File: config.mk
export PLATFORM = sky130hd
export DESIGN_NAME = fir_convolution_edge_replicate_top
export DESIGN_NICKNAME = d
export VERILOG_FILES = /design/src/fcer_pkg.sv /design/src/fir_convolution_edge_replicate_top.sv
export SDC_FILE = /design/constraint.sdc
export NUM_CORES = 2
export LEC_CHECK = 0
export BUFFER_PORTS_ARGS = -buffer_cell sky130_fd_sc_hd__buf_2
export CAP_MARGIN = 15
export CORE_ASPECT_RATIO = 2
export CORE_MARGIN = 2
export CORE_UTILIZATION = 35
export DETAILED_ROUTE_END_ITERATION = 10
export GPL_TIMING_DRIVEN = 0
export SYNTH_ARGS = -nofsm -noshare
export SYNTH_HDL_FRONTEND = slang
export SYNTH_SLANG_ARGS = --single-unit
File: constraint.sdc
create_clock -name i_clk -period 6.8 [get_ports i_clk]
set_input_delay 1.36 -clock i_clk [delete_from_list [all_inputs] [get_ports i_clk]]
set_output_delay 1.36 -clock i_clk [all_outputs]
set_load 0.05 [all_outputs]
File: src/fcer_pkg.sv
package fcer_pkg;

    localparam int MAX_TAPS    = 15;
    localparam int SAMPLE_BITS = 16;
    localparam int FRAC_BITS   = SAMPLE_BITS - 1;

    // Field widths fixed by the interface.
    localparam int KLEN_W = 4;
    localparam int TIDX_W = 4;

    // Request codes carried by req_type.
    localparam logic REQ_LOAD_TAP = 1'b0;
    localparam logic REQ_SAMPLE   = 1'b1;

    // Frame sample counter saturates at this value.
    localparam int SEEN_W   = 4;
    localparam int SEEN_MAX = 15;

    localparam int IDX_W  = (MAX_TAPS > 1) ? $clog2(MAX_TAPS) : 1;
    localparam int CNT_W  = $clog2(MAX_TAPS + 1);
    localparam int LEFT_W = $clog2(((MAX_TAPS > SEEN_MAX) ? MAX_TAPS : SEEN_MAX) + 1);
    localparam int PROD_W = 2 * SAMPLE_BITS;
    localparam int ACC_W  = PROD_W + $clog2(MAX_TAPS + 1);
    localparam int SHR_W  = ACC_W - FRAC_BITS;

    typedef logic signed [SAMPLE_BITS-1:0] t_sample;
    typedef logic signed [PROD_W-1:0]      t_prod;
    typedef logic signed [ACC_W-1:0]       t_acc;
    typedef logic signed [SHR_W-1:0]       t_shr;

    // Kernel length actually used: forced odd and limited to the tap store.
    function automatic logic [CNT_W-1:0] eff_len(input logic [KLEN_W-1:0] kl);
        int k;
        k = int'(kl) | 1;
        if (k > MAX_TAPS) begin
            k = MAX_TAPS;
            if ((k % 2) == 0) begin
                k = k - 1;
            end
        end
        return CNT_W'(k);
    endfunction

    // Floor shift back to Q1.15 and clamp to the sample range.
    function automatic t_sample round_sat(input t_acc acc);
        t_shr    s;
        t_shr    hi;
        t_shr    lo;
        t_sample y;
        s  = t_shr'(acc >>> FRAC_BITS);
        hi = t_shr'({1'b0, {(SAMPLE_BITS-1){1'b1}}});
        lo = -hi - t_shr'(1);
        if (s > hi) begin
            y = {1'b0, {(SAMPLE_BITS-1){1'b1}}};
        end else if (s < lo) begin
            y = {1'b1, {(SAMPLE_BITS-1){1'b0}}};
        end else begin
            y = t_sample'(s);
        end
        return y;
    endfunction

endpackage

File: src/fir_convolution_edge_replicate_top.sv
// A tap load word is taken in the idle state; the block stays idle and ready for the next word.
// A sample word with a full window of K taps passes through the single shared
// multiply-accumulate unit, one tap per cycle, then a rounding and saturation step.
// Words leave after the MAC, rounding and emit states, one per cycle unless stalled.
// A sample word that produces no result leaves the block idle and ready.
// Synchronous active-low reset clears taps, window, counters and sets kernel length to 1.
module fir_convolution_edge_replicate_top (
    input  logic                          i_clk,
    input  logic                          i_rst_n,
    input  logic                          i_cfg_valid,
    output logic                          o_cfg_ready,
    input  logic [fcer_pkg::KLEN_W-1:0]   i_cfg_kernel_length,
    input  logic                          i_in_valid,
    output logic                          o_in_ready,
    input  logic                          i_req_type,
    input  logic [fcer_pkg::TIDX_W-1:0]   i_tap_index,
    input  logic signed [fcer_pkg::SAMPLE_BITS-1:0] i_item_value,
    input  logic                          i_frame_end,
    output logic                          o_out_valid,
    input  logic                          i_out_ready,
    output logic signed [fcer_pkg::SAMPLE_BITS-1:0] o_filtered_value,
    output logic                          o_final_output
);
    import fcer_pkg::*;

    localparam logic [1:0] ST_IDLE = 2'd0;
    localparam logic [1:0] ST_MAC  = 2'd1;
    localparam logic [1:0] ST_RND  = 2'd2;
    localparam logic [1:0] ST_EMIT = 2'd3;

    logic [1:0]        r_state;
    logic [KLEN_W-1:0] r_klen;
    t_sample           r_taps   [MAX_TAPS];
    t_sample           r_window [MAX_TAPS];
    logic [SEEN_W-1:0] r_seen;
    logic [CNT_W-1:0]  r_k;
    logic [IDX_W-1:0]  r_m;
    t_acc              r_acc;
    t_sample           r_y;
    logic [LEFT_W-1:0] r_left;
    logic              r_last;
    logic              r_out_valid;
    t_sample           r_out_value;
    logic              r_out_final;

    logic              in_fire;
    logic              out_free;
    logic              emit_fire;
    logic [CNT_W-1:0]  k_now;
    logic [CNT_W-1:0]  half;
    logic [SEEN_W-1:0] n_seen;
    logic [LEFT_W-1:0] n_left;
    t_prod             prod;

    assign o_cfg_ready      = 1'b1;
    assign o_in_ready       = (r_state == ST_IDLE);
    assign in_fire          = i_in_valid && o_in_ready;
    assign out_free         = !r_out_valid || i_out_ready;
    assign emit_fire        = (r_state == ST_EMIT) && out_free;
    assign o_out_valid      = r_out_valid;
    assign o_filtered_value = r_out_value;
    assign o_final_output   = r_out_final;

    assign k_now  = eff_len(r_klen);
    assign half   = (k_now - CNT_W'(1)) >> 1;
    assign n_seen = (r_seen < SEEN_W'(SEEN_MAX)) ? r_seen + SEEN_W'(1) : r_seen;
    assign n_left = ((r_seen < k_now) ? LEFT_W'(half) : LEFT_W'(0)) + LEFT_W'(1)
                  + (i_frame_end ? LEFT_W'(half) : LEFT_W'(0));
    assign prod   = r_window[r_m] * r_taps[r_m];

    always_ff @(posedge i_clk) begin
        if (!i_rst_n) begin
            r_state     <= ST_IDLE;
            r_klen      <= KLEN_W'(1);
            r_seen      <= '0;
            r_k         <= '0;
            r_m         <= '0;
            r_left      <= '0;
            r_last      <= 1'b0;
            r_out_valid <= 1'b0;
            for (int i = 0; i < MAX_TAPS; i++) begin
                r_taps[i]   <= '0;
                r_window[i] <= '0;
            end
        end else begin
            if (i_cfg_valid) begin
                r_klen <= i_cfg_kernel_length;
            end

            if (emit_fire) begin
                r_out_valid <= 1'b1;
            end else if (r_out_valid && i_out_ready) begin
                r_out_valid <= 1'b0;
            end

            case (r_state)
                ST_IDLE: begin
                    if (in_fire && (i_req_type == REQ_LOAD_TAP)) begin
                        if (i_tap_index < MAX_TAPS) begin
                            r_taps[IDX_W'(i_tap_index)] <= i_item_value;
                        end
                    end else if (in_fire) begin
                        for (int i = MAX_TAPS - 1; i > 0; i--) begin
                            r_window[i] <= r_window[i-1];
                        end
                        r_window[0] <= i_item_value;
                        r_seen      <= i_frame_end ? '0 : n_seen;
                        r_last      <= i_frame_end;
                        r_k         <= k_now;
                        r_m         <= '0;
                        r_acc       <= '0;
                        if (n_seen >= k_now) begin
                            r_left  <= n_left;
                            r_state <= ST_MAC;
                        end else if (i_frame_end) begin
                            // Short frame: one zero word per sample seen.
                            r_y     <= '0;
                            r_left  <= LEFT_W'(n_seen);
                            r_state <= ST_EMIT;
                        end
                    end
                end
                ST_MAC: begin
                    r_acc <= r_acc + t_acc'(prod);
                    r_m   <= r_m + IDX_W'(1);
                    if (CNT_W'(r_m) == r_k - CNT_W'(1)) begin
                        r_state <= ST_RND;
                    end
                end
                ST_RND: begin
                    r_y     <= round_sat(r_acc);
                    r_state <= ST_EMIT;
                end
                ST_EMIT: begin
                    // Front pads, the result itself and back pads all carry the same value.
                    if (out_free) begin
                        r_out_value <= r_y;
                        r_out_final <= r_last && (r_left == LEFT_W'(1));
                        r_left      <= r_left - LEFT_W'(1);
                        if (r_left == LEFT_W'(1)) begin
                            r_state <= ST_IDLE;
                        end
                    end
                end
                default: begin
                    r_state <= ST_IDLE;
                end
            endcase
        end
    end

    a_mac_index_bound: assert property (@(posedge i_clk) disable iff (!i_rst_n)
        (r_state == ST_MAC) |-> (CNT_W'(r_m) < r_k))
        else $error("tap index ran past the kernel length");

    a_emit_has_words: assert property (@(posedge i_clk) disable iff (!i_rst_n)
        (r_state == ST_EMIT) |-> (r_left != '0))
        else $error("emit phase entered with no words left");

    a_round_then_emit: assert property (@(posedge i_clk) disable iff (!i_rst_n)
        (r_state == ST_RND) |=> (r_state == ST_EMIT))
        else $error("rounding step not followed by emit phase");

    a_out_held: assert property (@(posedge i_clk) disable iff (!i_rst_n)
        (r_out_valid && !i_out_ready) |=> (r_out_valid && $stable(r_out_value)))
        else $error("stalled output word changed");

    a_reset_clears_out: assert property (@(posedge i_clk)
        !i_rst_n |=> !r_out_valid)
        else $error("output valid after reset");

endmodule
# Yosys cells after proc, flatten, opt, wreduce, memory -nomap -nowiden

Memory sizes are Yosys's and may differ from the RTL's. A register that Yosys moved wholly into a read port is not among the register bits.
Index checks and enable logic that the tools add are counted.

Output and inout port bits: 20
Latch bits: 0
RAM bits: 480
Logic and storage cells: 147
Memories: 2
Register bits: 93
Input bits: 31
Memory bits (read-only): 0

Equality and inequality tests: 13
Shift operators: 0
Multiply operators: 1
Magnitude comparators: 7
Multiplexer cells: 67
Reduce and logical (&&, ||, !) cells: 20
Bitwise logic cells: 17
Add/sub/neg operators: 8
Divide/modulo/power cells: 0

Memories:

| name     | words | bits a word | read ports | clocked after memory_dff | wr ports | line                                     | RTL |
|---|---|---|---|---|---|---|---|
| r_taps   | 15    | 16          | 1          | 1                        | 15       | fir_convolution_edge_replicate_top.sv:33 | `t_sample r_taps [MAX_TAPS];` |
| r_window | 15    | 16          | 15         | 1                        | 15       | fir_convolution_edge_replicate_top.sv:34 | `t_sample r_window [MAX_TAPS];` |

Operators by type and width:

| cell                   | number |
|---|---|
| $mux W16               | 22 |
| $mux W36               | 2 |
| $pmux W36 S2           | 1 |
| $mux W4                | 15 |
| $add A36 B32 Y36       | 1 |
| $mul A16 B16 Y32       | 1 |
| $pmux W16 S2           | 1 |
| $gt A21 B16 Y1 const B | 1 |
| $lt A21 B16 Y1 const B | 1 |
| $pmux W4 S2            | 2 |
| $reduce_or A16 Y1      | 1 |
| $or A1 B1 Y1           | 15 |
| $mux W1                | 14 |
| $mux W2                | 7 |
| $reduce_and A6 Y1      | 2 |
| $sub A4 B1 Y4 const B  | 3 |
| $reduce_and A3 Y1      | 3 |
| $add A4 B1 Y4 const B  | 2 |
| $lt A4 B4 Y1 const B   | 2 |
| $ne A2 B2 Y1 const B   | 4 |
| $pmux W2 S4            | 1 |
| $reduce_bool A2 Y1     | 4 |
| $mux W3                | 2 |
| $ne A2 B1 Y1 const B   | 3 |
| 17 further kinds       | 23 |

# Depth between registers and ports, before layout

Depth after elaboration: 10
Depth in mapped cells: 30
Mapped depth without buffers: 25

# Least setup slack after synthesis

No wires, ideal clock.

Kind: reg-to-reg
Start point: register (tool-made name)
End point: register r_acc[32], data pin
Data arrival time: 7.079 ns
Required time: 6.532 ns
Path buffers: 5
Stages on the path, launching flop included: 28
Period minus slack after synthesis: 7.348 ns
Slack: -0.548 ns
Library setup time: 0.268 ns
Cells stage by stage: dfxtp_1 -> buf_2 -> buf_2 -> buf_1 -> mux4_2 -> mux4_2 -> buf_2 -> and2_1 -> fa_1 -> inv_1 -> fa_1 -> fa_1 -> inv_1 -> fa_1 -> fa_1 -> inv_1 -> fa_1 -> inv_1 -> ha_1 -> buf_2 -> nand3_1 -> nor3_1 -> nand3_1 -> a31o_2 -> a2111oi_4 -> o21ai_0 -> a21oi_1 -> nor3b_2

RTL lines:

| what                   | line                                      | RTL |
|---|---|---|
| end signal: assignment | fir_convolution_edge_replicate_top.sv:124 | `r_acc <= r_acc + t_acc'(prod);` |
| end: declaration       | fir_convolution_edge_replicate_top.sv:38  | `t_acc r_acc;` |

==> metrics.txt <==
clk_skew 69.6 ps; hold_ws 421 ps; Global Route Usage Sum 0.196; Final Hold Fails 0; failing checks negative setup slack; cell row count 171; number of DRC markers in iteration 0 1,542; setup ws final -1080 ps; Synth Warn # 0; crit path capture r_acc[35]; commonest non-fill, non-tap cell in the layout and2_1; max_cap viols 0; vias in the first global route 25,100; Worst slew margin 0.326; Worst EP required 7220 ps; Post-synth EDFFs 565; status finished with violations; # DRC 0; core area 108,000 um2; global-route wire length before repair 160,000 um; Syn Area/Cell 13.0 um2; setup violators final 23; ys async rst share 0; worst skew pair latency 690 ps; # IOs 51; via count 23,100; final std cell area, no fill 45,000 um2; register area 17,500 um2; unrepaired setup endpoints after global routing yes; synthesized instance count 2,916; DIE AREA 111,000 um2; #FFs+latches synth 592; Post-Place Worst Slack -2230 ps; R2R Setup Slk -1080 ps; Clock Path Buffers 3; cts bufs inserted 54; Max Clk Rate 127 MHz; CTS tree yes; Tcrit/Tclk final 1.16; crit path DAT 8300 ps; DRT antenna net count 0; Final Max Slew Viols 0; H-tree depth 2; Worst setup SP type flip-flop; Area growth syn-to-layout 18.4%; Routed WL per cell 23.6 um; detailed-route wire length 109,000 um; multi-input logic area 19,200 um2; Vias per Instance 4.98; Post-synth top flop edfxtp_1; WS Path Type flip-flop to flip-flop; grt total ovfl 0; initial antenna violation count 1; Clock transition at path regs 80 ps; largest net degree at the start of global routing 46; top cells by area, synth edfxtp_1 (45%), fa_1 (17%), and2_1 (11%), mux4_2 (8.2%), ha_1 (4.1%); chip width 237 um; worst-path maximum fanout 7; synth unique cells 68; CTS Sinks 592; port bufs 47; capturing point of the worst reg2reg path r_acc[35]; Worst-Margin Slew 1000 ps; GP Congestion 0.867; post-synth top area share 0.446; min Tclk post-route 7880 ps; effective utilization at floorplan 0.351; largest area contributor in the netlist edfxtp_1; CP Capture Type flip-flop; Post-DP Area 40,700 um2; end-of-flow core utilization 0.416; Synth Cell Area 38,000 um2; register area share after synthesis 0.460; Hold Path Class flip-flop to flip-flop; most frequent cells in the layout and2_1 (631), edfxtp_1 (565), inv_1 (356), fa_1 (301), mux4_2 (140); fill count 10,000; Pre-antenna DRT Iters 7; post-DP HPWL 83,000 um; R2R cell count 25; Die H 470 um; Final nets 3,671; share of cells above drive strength 1 0.216; clk root buf clkbuf_16
-- cells by family after synthesis --
family	share of synthesized area
buffers and inverters	0.0570
other	0.000197
XOR/XNOR	0.00921
AND/OR/NAND/NOR	0.146
multiplexers	0.0935
AO/OA/AOI/OAI	0.0267
flip-flops	0.460
adder cells (fa/ha/maj)	0.207
-- critical path, stage by stage (launching register included) --
cell and delay (ps):
dfxtp_4 380, buf_12 170, buf_16 190, buf_16 160, mux4_2 610, mux4_2 650
buf_8 200, buf_4 140, nand2_1 130, fa_2 540, fa_1 500, fa_2 610
inv_1 70, fa_1 450, fa_1 480, inv_1 50, fa_1 470, inv_1 60
ha_4 260, a21o_4 260, a21o_1 180, a21o_1 230, a211o_1 330, a21o_1 220
nor3_2 170, nor3b_2 60
-- cell usage after synthesis (31+ instances only) --
cell      count
clkbuf_1     87
mux2i_1      31
fa_1        315
mux4_2      139
o21ai_0      44
a21oi_1      33
nor2_1       99
buf_2        32
inv_1       378
ha_1        125
edfxtp_1    565
and2_1      640
nand2_1     137
-- worst min-delay path by stage --
stage / start / end / slack, ps / cells after the start
6_report: r_y[8] / o_filtered_value[8] / 420 / 0
5_1_grt: r_y[8] / o_filtered_value[8] / 430 / 0
4_1_cts: r_y[1] / o_filtered_value[1] / 420 / 0
3_5_place_dp: r_y[1] / o_filtered_value[1] / 400 / 0
3_3_place_gp: r_y[3] / o_filtered_value[3] / 400 / 0
2_1_floorplan: r_y[0] / o_filtered_value[0] / 400 / 0
-- area by class of cell --
cell class,instances,area share
multi-input combinational,1814,0.427
sequential,592,0.389
timing repair buffer,215,0.0444
tap,1384,0.0385
inverter,378,0.0316
clock buffer,55,0.0301
buffer,145,0.0267
clock inverter,47,0.0124
antenna,2,0.000111
-- flip-flops by register name, summed over array words and instances, names as in the netlist, 2 cells and up, named ones only --
register and cells:
o_filtered_value 16, r_acc 36, r_k 4, r_klen 3, r_left 4, r_m 4, r_seen 4, r_state 2
r_taps 256, r_window 240, r_y 16
-- per-stage QoR --
stage / TNS (ps) / std cells
6_report: -16340 / 4632
5_1_grt: -20980 / 4631
4_1_cts: -17600 / 4559
3_5_place_dp: -40540 / 4380
3_3_place_gp: -335780 / 4362
2_1_floorplan: -1730 / 2931
-- layer usage --
metal	up-vias	share of wire	GRT usage
met5	-	0	0
met4	0	0.083	0.135
met3	286	0.025	0.0190
met2	518	0.58	0.399
met1	11900	0.31	0.176
li1	10300	-	-
-- repair_timing --
action,in CTS,in global routing
resized for setup,130,138
setup endpoints to repair,28,26
hold buffers,0,0
buffers inserted,77,68
pin swaps,25,57
gates cloned,2,6
Power is not shown: default switching activity piles up to over one toggle a cycle in this logic, so the estimate is an artifact.
